$ cat src/hdl/pwbfd_pkg.sv
// Shared types and constants for the pulse width bit frame decoder
`timescale 1ns / 1ps

package pwbfd_pkg;

  localparam int DURATION_BITS = 16;
  localparam int DUR_W         = 16;
  localparam logic [DUR_W-1:0] DUR_MASK =
    DUR_W'((33'd1 << DURATION_BITS) - 33'd1);

  localparam int FRAME_LEN = 40;
  localparam int CNT_W     = 6;
  localparam int CFG_IDX_W = 3;

  localparam logic [DUR_W-1:0] ZERO_MIN_RST = 16'd20;
  localparam logic [DUR_W-1:0] ZERO_MAX_RST = 16'd26;
  localparam logic [DUR_W-1:0] ONE_MIN_RST  = 16'd65;
  localparam logic [DUR_W-1:0] ONE_MAX_RST  = 16'd74;
  localparam logic [DUR_W-1:0] RESP_MIN_RST = 16'd72;
  localparam logic [DUR_W-1:0] RESP_MAX_RST = 16'd84;

  typedef enum logic [CFG_IDX_W-1:0] {
    REG_ZERO_MIN = 3'd0,
    REG_ZERO_MAX = 3'd1,
    REG_ONE_MIN  = 3'd2,
    REG_ONE_MAX  = 3'd3,
    REG_RESP_MIN = 3'd4,
    REG_RESP_MAX = 3'd5
  } reg_idx_e;

  typedef enum logic {
    OP_RESP = 1'b0,
    OP_DATA = 1'b1
  } op_e;

  typedef enum logic [1:0] {
    ST_OK       = 2'd0,
    ST_CSUM_ERR = 2'd1,
    ST_NO_RESP  = 2'd2
  } status_e;

  typedef struct packed {
    logic [DUR_W-1:0] zero_min;
    logic [DUR_W-1:0] zero_max;
    logic [DUR_W-1:0] one_min;
    logic [DUR_W-1:0] one_max;
    logic [DUR_W-1:0] resp_min;
    logic [DUR_W-1:0] resp_max;
  } cfg_t;

  typedef struct packed {
    logic       valid;
    status_e    status;
    logic [7:0] humidity;
    logic [7:0] humidity_frac;
    logic [7:0] temperature;
    logic [7:0] temperature_frac;
    logic [7:0] check_byte;
  } res_t;

endpackage

$ cat src/hdl/pulse_width_bit_frame_decoder.sv
// Top level of the pulse width bit frame decoder
`timescale 1ns / 1ps

// Decodes measured pulse widths from a single-wire humidity/temperature sensor.
// A response beat (tuser 0) inside the response window starts a new frame; one
// outside it returns status 2 with zero bytes. Data beats (tuser 1) become bit 0
// or 1 by width window, or repeat the previous bit, and after the 40th bit the
// five frame bytes come out with status 0 (checksum good) or 1 (checksum bad).
// One beat is taken every cycle unless the input stalls; a beat waits in the input
// register, then its result is loaded into the result register, which drives the
// output port. Input stalls only while a result is held in the result register
// and a further result-producing beat waits behind it. Window registers are
// written through the configuration channel, which is always ready, only while
// the block is idle; the user must keep to this, the block does not enforce it.

module pulse_width_bit_frame_decoder import pwbfd_pkg::*; (
  input  logic                 clk_i,
  input  logic                 rst_ni,
  input  logic                 s_axis_tvalid,
  output logic                 s_axis_tready,
  input  logic [DUR_W-1:0]     s_axis_tdata,  // [15:0] duration
  input  logic                 s_axis_tuser,  // [0] op
  output logic                 m_axis_tvalid,
  input  logic                 m_axis_tready,
  output logic [39:0]          m_axis_tdata,  // humidity, humidity_frac, temperature,
                                              // temperature_frac, check_byte (humidity in [7:0])
  output logic [1:0]           m_axis_tuser,  // [1:0] status
  input  logic                 cfg_valid_i,
  output logic                 cfg_ready_o,
  input  logic [CFG_IDX_W-1:0] cfg_index_i,
  input  logic [DUR_W-1:0]     cfg_data_i
);

  cfg_t             cfg;
  res_t             res;
  logic             in_vld_q, in_vld_d;
  logic             in_op_q;
  logic [DUR_W-1:0] in_dur_q;
  logic             out_vld_q, out_vld_d;
  res_t             out_q;
  logic             out_free, step;

  assign cfg_ready_o = 1'b1;

  pwbfd_cfg u_cfg (
    .clk_i     (clk_i),
    .rst_ni    (rst_ni),
    .wr_en_i   (cfg_valid_i),
    .wr_idx_i  (cfg_index_i),
    .wr_data_i (cfg_data_i),
    .cfg_o     (cfg)
  );

  pwbfd_core u_core (
    .clk_i      (clk_i),
    .rst_ni     (rst_ni),
    .step_i     (step),
    .item_op_i  (in_op_q),
    .item_dur_i (in_dur_q),
    .cfg_i      (cfg),
    .res_o      (res)
  );

  assign out_free      = !out_vld_q || m_axis_tready;
  assign step          = in_vld_q && (!res.valid || out_free);
  assign s_axis_tready = !in_vld_q || step;
  assign in_vld_d      = s_axis_tready ? s_axis_tvalid : in_vld_q;
  assign out_vld_d     = out_free ? (step && res.valid) : out_vld_q;

  always_ff @(posedge clk_i or negedge rst_ni) begin
    if (!rst_ni) begin
      in_vld_q  <= 1'b0;
      out_vld_q <= 1'b0;
    end else begin
      in_vld_q  <= in_vld_d;
      out_vld_q <= out_vld_d;
    end
  end

  // hold payload until the next beat lands; load the result register when a result steps out
  always_ff @(posedge clk_i) begin
    if (s_axis_tvalid && s_axis_tready) begin
      in_op_q  <= s_axis_tuser;
      in_dur_q <= s_axis_tdata;
    end
    if (out_free && step && res.valid) begin
      out_q <= res;
    end
  end

  assign m_axis_tvalid = out_vld_q;
  assign m_axis_tuser  = out_q.status;
  assign m_axis_tdata  = {out_q.check_byte, out_q.temperature_frac, out_q.temperature,
                          out_q.humidity_frac, out_q.humidity};

endmodule

$ cat src/hdl/pwbfd_cfg.sv
// Window configuration registers of the pulse width bit frame decoder
`timescale 1ns / 1ps

module pwbfd_cfg import pwbfd_pkg::*; (
  input  logic                 clk_i,
  input  logic                 rst_ni,
  input  logic                 wr_en_i,
  input  logic [CFG_IDX_W-1:0] wr_idx_i,
  input  logic [DUR_W-1:0]     wr_data_i,
  output cfg_t                 cfg_o
);

  cfg_t cfg_q, cfg_d;

  always_comb begin
    cfg_d = cfg_q;
    if (wr_en_i) begin
      case (reg_idx_e'(wr_idx_i))
        REG_ZERO_MIN: cfg_d.zero_min = wr_data_i;
        REG_ZERO_MAX: cfg_d.zero_max = wr_data_i;
        REG_ONE_MIN:  cfg_d.one_min  = wr_data_i;
        REG_ONE_MAX:  cfg_d.one_max  = wr_data_i;
        REG_RESP_MIN: cfg_d.resp_min = wr_data_i;
        REG_RESP_MAX: cfg_d.resp_max = wr_data_i;
        default:      cfg_d = cfg_q;
      endcase
    end
  end

  always_ff @(posedge clk_i or negedge rst_ni) begin
    if (!rst_ni) begin
      cfg_q.zero_min <= ZERO_MIN_RST;
      cfg_q.zero_max <= ZERO_MAX_RST;
      cfg_q.one_min  <= ONE_MIN_RST;
      cfg_q.one_max  <= ONE_MAX_RST;
      cfg_q.resp_min <= RESP_MIN_RST;
      cfg_q.resp_max <= RESP_MAX_RST;
    end else begin
      cfg_q <= cfg_d;
    end
  end

  assign cfg_o = cfg_q;

endmodule

$ cat src/hdl/pwbfd_core.sv
// Pulse classification, frame shift register and checksum of the decoder
`timescale 1ns / 1ps

module pwbfd_core import pwbfd_pkg::*; (
  input  logic             clk_i,
  input  logic             rst_ni,
  input  logic             step_i,
  input  logic             item_op_i,
  input  logic [DUR_W-1:0] item_dur_i,
  input  cfg_t             cfg_i,
  output res_t             res_o
);

  logic                 armed_q, armed_d;
  logic [CNT_W-1:0]     cnt_q, cnt_d;
  logic [FRAME_LEN-1:0] frame_q, frame_d;
  logic                 last_bit_q, last_bit_d;

  logic [DUR_W-1:0]     dur;
  logic                 resp_hit, zero_hit, one_hit, bit_val, done;
  logic [FRAME_LEN-1:0] frame_nx;
  logic [9:0]           sum;

  assign dur      = item_dur_i & DUR_MASK;
  assign resp_hit = (dur >= cfg_i.resp_min) && (dur <= cfg_i.resp_max);
  assign zero_hit = (dur >= cfg_i.zero_min) && (dur <= cfg_i.zero_max);
  assign one_hit  = (dur >= cfg_i.one_min) && (dur <= cfg_i.one_max);
  assign bit_val  = zero_hit ? 1'b0 : (one_hit ? 1'b1 : last_bit_q);
  assign frame_nx = {frame_q[FRAME_LEN-2:0], bit_val};
  assign done     = armed_q && (cnt_q == CNT_W'(FRAME_LEN - 1));
  assign sum      = 10'(frame_nx[39:32]) + 10'(frame_nx[31:24])
                  + 10'(frame_nx[23:16]) + 10'(frame_nx[15:8]);

  always_comb begin
    res_o = '0;
    if (op_e'(item_op_i) == OP_RESP) begin
      res_o.valid  = !resp_hit;
      res_o.status = ST_NO_RESP;
    end else begin
      res_o.valid            = done;
      res_o.status           = ((sum == 10'(frame_nx[7:0])) && (sum != 10'd0)) ?
                               ST_OK : ST_CSUM_ERR;
      res_o.humidity         = frame_nx[39:32];
      res_o.humidity_frac    = frame_nx[31:24];
      res_o.temperature      = frame_nx[23:16];
      res_o.temperature_frac = frame_nx[15:8];
      res_o.check_byte       = frame_nx[7:0];
    end
  end

  always_comb begin
    armed_d    = armed_q;
    cnt_d      = cnt_q;
    frame_d    = frame_q;
    last_bit_d = last_bit_q;
    if (step_i) begin
      if (op_e'(item_op_i) == OP_RESP) begin
        armed_d = resp_hit;
        cnt_d   = '0;
        if (resp_hit) begin
          frame_d = '0;
        end
      end else if (armed_q) begin
        last_bit_d = bit_val;
        frame_d    = frame_nx;
        if (done) begin
          armed_d = 1'b0;
          cnt_d   = '0;
        end else begin
          cnt_d = cnt_q + CNT_W'(1);
        end
      end
    end
  end

  always_ff @(posedge clk_i or negedge rst_ni) begin
    if (!rst_ni) begin
      armed_q    <= 1'b0;
      cnt_q      <= '0;
      frame_q    <= '0;
      last_bit_q <= 1'b0;
    end else begin
      armed_q    <= armed_d;
      cnt_q      <= cnt_d;
      frame_q    <= frame_d;
      last_bit_q <= last_bit_d;
    end
  end

endmodule

$ cat config.mk
export PLATFORM = sky130hd
export DESIGN_NAME = pulse_width_bit_frame_decoder
export DESIGN_NICKNAME = d
export VERILOG_FILES = /design/src/hdl/pwbfd_pkg.sv /design/src/hdl/pulse_width_bit_frame_decoder.sv /design/src/hdl/pwbfd_cfg.sv /design/src/hdl/pwbfd_core.sv
export SDC_FILE = /design/constraint.sdc
export NUM_CORES = 1
export LEC_CHECK = 0
export ABC_AREA = 1
export CAP_MARGIN = 25
export CORE_ASPECT_RATIO = 1.25
export CORE_UTILIZATION = 55
export CTS_BUF_LIST = sky130_fd_sc_hd__clkbuf_2
export CTS_CLUSTER_DIAMETER = 60
export DETAILED_ROUTE_END_ITERATION = 16
export DONT_BUFFER_PORTS = 1
export PLACE_DENSITY = 0.73
export SYNTH_ARGS = -nofsm -noshare
export SYNTH_HDL_FRONTEND = slang
export SYNTH_HIERARCHICAL = 1
export SYNTH_SLANG_ARGS = --single-unit
$ cat constraint.sdc
create_clock -name clk_i -period 3.25 [get_ports clk_i]
set_input_delay 0.8125 -clock clk_i [delete_from_list [all_inputs] [get_ports clk_i]]
set_output_delay 0.8125 -clock clk_i [all_outputs]
set_load 0.01 [all_outputs]
# Yosys cells after proc, flatten, opt, wreduce, memory -nomap -nowiden

Cells that the tools add are included.

Bits in registers: 204
ROM bits: 0
Memory bits (writable): 0
Output and inout port bits: 45
Bits of input ports: 41
Latch bits: 0
Word-level logic and storage cells: 80
Memories: 0

$add $sub $neg: 4
Bitwise operators: 0
$lt $le $gt $ge: 6
Multiply operators: 0
Divide/modulo/power cells: 0
Shifts and indexed selects: 0
Equal/unequal tests: 8
Reduce and logical (&&, ||, !) cells: 29
Multiplexer cells: 13

Operators with widths:

| cell                | number |
|---|---|
| $mux 39             | 3 |
| $ge 16x16->1        | 3 |
| $le 16x16->1        | 3 |
| $mux 6              | 3 |
| $reduce_and 2->1    | 7 |
| $add 10x8->10       | 1 |
| $add 9x8->10        | 1 |
| $eq 10x8->1         | 1 |
| $logic_and 1x1->1   | 10 |
| $reduce_bool 10->1  | 1 |
| $add 8x8->9         | 1 |
| $add 6x1->6 const B | 1 |
| $eq 3x2->1 const B  | 2 |
| $eq 3x3->1 const B  | 2 |
| $eq 6x6->1 const B  | 1 |
| $mux 1              | 6 |
| $reduce_and 3->1    | 2 |
| $logic_not 1->1     | 4 |
| $eq 3x1->1 const B  | 1 |
| $logic_not 3->1     | 1 |
| $logic_or 1x1->1    | 3 |
| $mux 3              | 1 |
| $ne 2x1->1 const B  | 1 |
| $reduce_bool 2->1   | 1 |

# Depth between registers and ports, before layout

Depth after elaboration: 13
Depth in mapped cells: 22
Gate-level depth less buffers: 20

# Modules after synthesis

Netlist, hierarchy kept.

By module, submodules not included:

| module                        | seq. area each (um^2) | instances | cells an instance | area each (um^2) |
|---|---|---|---|---|
| pwbfd_core                    | 1176.1                | 1         | 831               | 5605.4 |
| pwbfd_cfg                     | 2421.1                | 1         | 425               | 3793.6 |
| pulse_width_bit_frame_decoder | 1821.7                | 1         | 76                | 1893.1 |

# Least setup slack after synthesis

No wires, ideal clock.

Path type: flip-flop to flip-flop
Start point: register u_core.frame_q[8]
End point: register out_q (netlist bit m_axis_tuser[0]) (data pin)
Path slack: 0.128 ns
Arrival time: 2.869 ns
Cell stages (with the launch flop): 17
Buffers on the path: 0
Required time: 2.997 ns
Clock period less this slack: 3.122 ns
Setup time: 0.253 ns
Path through: dfrtp_1 > fa_1 > fa_1 > ha_1 > inv_1 > fa_1 > xnor2_1 > xnor2_1 > nand2_1 > inv_1 > nand2_1 > nor2_1 > nand3_1 > nor2_1 > nand2_1 > nand2_1 > nand2_1

Cells in the longest elaborated chain, start to end: 4
Elaborated cells between the ends (all ways): 5
Classes of those cells: add/sub: 1; eq/ne: 1; mux: 1; reduce/logical: 2

Ends and longest elaborated chain:

| element                                                  | RTL line                            | source |
|---|---|---|
| start, declared                                          | pwbfd_core.sv:16                    | `logic [FRAME_LEN-1:0] frame_q, frame_d;` |
| start signal, assigned                                   | pwbfd_core.sv:85                    | `frame_q <= frame_d;` |
| $add 10x8->10 *                                          | pwbfd_core.sv:32                    | `+ 10'(frame_nx[23:16]) + 10'(frame_nx[15:8]);` |
| $eq 10x8->1 / $reduce_bool 10->1 (equally long branches) | pwbfd_core.sv:41                    | `res_o.status = ((sum == 10'(frame_nx[7:0])) && (sum != 10'd0)) ?` |
| $logic_and 1x1->1 *                                      | pwbfd_core.sv:41                    |  |
| $mux 1 *                                                 | pwbfd_core.sv:41                    |  |
| end signal, assigned                                     | pulse_width_bit_frame_decoder.sv:87 | `out_q <= res;` |
| end, declared                                            | pulse_width_bit_frame_decoder.sv:40 | `res_t out_q;` |

Every way passes the cells marked *; elsewhere a longest branch is shown, timed or not.
A chain may end at the register's enable or synchronous reset.

==> results.toml <==
[finish]
seq_area_sq_um = 5420
multiInputGateArea_sq_um = 5080
area_delta_synth_final_pct = 11.0
drive_above_1_share_pct = 13.5
layout.nets = 1573
fill_cells = 1724
finalNonFillerCells = 1723

[power_and_ir_drop]
p_sw_w = 0.00208
fin_total_pwr_w = 0.00622
p_leak_nw = 6.84
power_frac_seq_pct = 51.8
vdd_drop_max_v = 0.000262
p_sw_share_pct = 33.4
p_per_area_nw_per_um2 = 496
combPwrFrac_pct = 21.5
p_clk_share_pct = 26.7
internal-power_w = 0.00414

[placed_design]
gp_routability_congestion = 0.860
place_inst = 1595
port_buffers = 0
hpwl_mm = 18.3

[drt]
top_layer_used = "met4"
route.met3.wl_mm = 1.16
drt_iter0_markers = 540
wl_met1_mm = 10.3
dr_wl_met2_mm = 13.7
wirelength_mm = 26.3
vias = 8894
routed_via_density = 5.16
postRouteAntennaNets = 0
drc = 0
wl_per_cell_um = 15.3
drtPass1Iterations = 5

[sta]
setup_violations = 1
maxSlewHeadroom_pct = 52.4
setup_slack_ps = -303
finClkSkew_ps = 72.9
max_freq_ghz = 0.281
finalHoldViolCount = 145
period_needed_ps = 3550
whs_ps = -307
slew_violations = 0
fin_crit_sh_pct = 109
tightest_slew_ps = 714
rsz0062_at_grt = "yes"

[logic_synthesis]
synthCells = 1332
syn_area_per_cell_sq_um = 8.48
synth_top_family_by_area = "simple AND/OR/NAND/NOR gates"
syn_area_sq_um = 11300
yosysUniqueCellTypes = 34
synth_top_area_share_pct = 28.8
synth_compound_area_share_pct = 3.89
synthArstFlopShare_pct = 71.1
syn_nets = 1495
synth_xor_area_share_pct = 0.155
yosys_register_bits = 204
yosys.area_share.simple_pct = 25.0
seq_area_frac_synth_pct = 48.0
ys_warn_count = 6
synth.most_common_cell = "nand2_1"
synth_common_cells = "nand2_1, inv_1, dfrtp_1"
synth_edf_count = 59
synth_top_cell_by_area = "dfrtp_1"
synth_top_cells_by_area = "dfrtp_1, nand2_1, edfxtp_1"
synth_flop_cell = "dfrtp_1"
synth_mux_area_share_pct = 0
synthAdderAreaFrac_pct = 14.6

[cts]
cts_buffer_depth = 3
clk_latency_ps = 830
clkSlewWorstSetupHoldPaths_ps = 120
tritoncts = "done"
cts_sinks = 204
cts-root-buf = "clkbuf_2"
numCtsBuffers = 51
htreeDepth = 2

[die]
die_w_um = 130
core_area_sq_um = 20100
dieArea_sq_um = 21100
row_count = 58
dieHeight_um = 162
start_util_pct = 56.2
io_pins = 86

[setup_path]
worstPathArrival_ps = 2740
crit_chain = "ha_4, nand2_4, nor2_4, nand4_4, nor3_2, nand3_1, o21ai_2, nand2_1, nand2_2, nand2_4, nand4_4"
critical_path.top_delay_family = "simple AND/OR/NAND/NOR gates"
crit_required_ps = 2440
critical-path-slowest-cell = "edfxtp_1"
crit_buf_inv = 0
crit_path_end_kind = "primary output"
cp-start-kind = "register"
crit_type = "reg -> out"
slowest_delay_ps = 530
path_max_fanout = 4

[outcome]
status = "finished with violations"
violations = "negative hold slack, negative setup slack"

[global_route]
grtUsageTotal_pct = 26.4
grt.overflow.total = 0
grt_max_degree = 146
antenna_found_initial = 1
grt_pass1_wl_mm = 42.9
grt_pass1_vias = 8708

[run]
cap_violations = 0

[min_path]
min_path_type = "in -> async"
power groups by stage:
stage | registers (W) | logic, W | clock network, W
finish | 0.00322 | 0.00134 | 0.00166
global route | 0.00327 | 0.00157 | 0.00184
CTS | 0.00322 | 0.00128 | 0.00171
detailed placement | 0.00328 | 0.00123 | 0
global placement | 0.00327 | 0.00117 | 0
floorplan | 0.00321 | 0.000961 | 0
final timing paths:
path / depth (start not counted) / slack (ps) / from / end
setup / recovery: 11 / -300 / in_dur_q[14] / s_axis_tready
hold / removal: 0 / -310 / rst_ni / u_core/frame_q[2]
setup reg to reg: 16 / 40 / u_core/frame_q[24] / m_axis_tuser[0]
hold reg to reg: 2 / 470 / u_cfg/cfg_o[84] / u_cfg/cfg_o[84]
max in group asynchronous: 0 / 3250 / rst_ni / u_cfg/cfg_o[4]
min in group clk_i: 2 / 70 / cfg_data_i[1] / u_cfg/cfg_o[65]
per-layer routing:
| metal | vias up | global-route usage [%] |
|---|---|---|
| met5 | - | 0 |
| met4 | 0 | 12.9 |
| met3 | 62 | 4.41 |
| met2 | 230 | 46.3 |
| met1 | 4223 | 30.8 |
| li1 | 4379 | - |
registers in the layout (all words and copies together) (netlist names):
register,cells
u_core/cnt_q,6
u_core/last_bit_q,1
u_core/armed_q,1
m_axis_tvalid,1
u_core/frame_q,39
in_vld_q,1
in_op_q,1
u_cfg/cfg_o,96
m_axis_tuser,2
m_axis_tdata,40
in_dur_q,16
layout by cell type (no fill, tap or decap), types with 2 or more instances in the layout:
cell type | Yosys | layout
nand3_2 | 0 | 2
inv_1 | 198 | 197
nor4_1 | 3 | 3
diode_2 | 0 | 2
o21ai_1 | 3 | 4
buf_12 | 0 | 3
dfstp_2 | 15 | 15
nor3_1 | 5 | 5
nand4_4 | 0 | 2
a21oi_1 | 53 | 51
nand2_1 | 506 | 503
edfxtp_1 | 59 | 59
fa_1 | 16 | 14
nor2_2 | 4 | 4
o21ai_0 | 21 | 20
fa_2 | 0 | 2
nand4_1 | 9 | 9
a21o_1 | 2 | 2
nor2_4 | 3 | 4
clkinv_1 | 0 | 18
dfrtp_1 | 130 | 130
ha_4 | 0 | 5
nand2_4 | 0 | 2
ha_1 | 106 | 99
clkinv_2 | 0 | 3
o21a_1 | 3 | 3
nor2_1 | 35 | 34
dlygate4sd3_1 | 0 | 6
a21oi_2 | 0 | 2
clkbuf_2 | 0 | 73
buf_4 | 4 | 49
nand2_2 | 15 | 16
ha_2 | 0 | 2
inv_2 | 6 | 7
nand3_1 | 96 | 94
area by class of cell:
type,count,area share [%]
Inverter,204,6.11
Clock inverter,21,0.659
Clock buffer,73,2.91
Multi-Input combinational cell,891,40.5
Timing Repair Buffer,58,3.89
Tap cell,270,2.69
Sequential cell,204,43.2
Antenna cell,2,0.0399
per-stage QoR:
step	cell area, sq um	setup WS [ps]	utilization, %	setup TNS [ps]	hold WS [ps]
finish	12500	-303	62.4	-303	-307
global route	12500	-506	62.4	-691	-388
CTS	12300	-338	61.4	-338	-406
detailed placement	11700	-47.6	58.2	-47.6	455
global placement	11700	-15.5	58.2	-15.5	451
floorplan	11300	128	-	0	442
cells by family after synthesis:
kind of cell	count (synthesis)
compound gates	84
other cells	1
fa+ha+maj	122
flops	204
buf+inv	237
simple gates	682
xor+xnor	2
repair_timing:
action,in CTS,in global routing
hold buffers,4,2
pin swaps,2,17
gates resized for setup,8,16
buffers inserted,14,12
endpoints found under the setup margin,2,2
hold endpoints to repair,149,147
No activity file was read; power rests on OpenSTA's default activity.
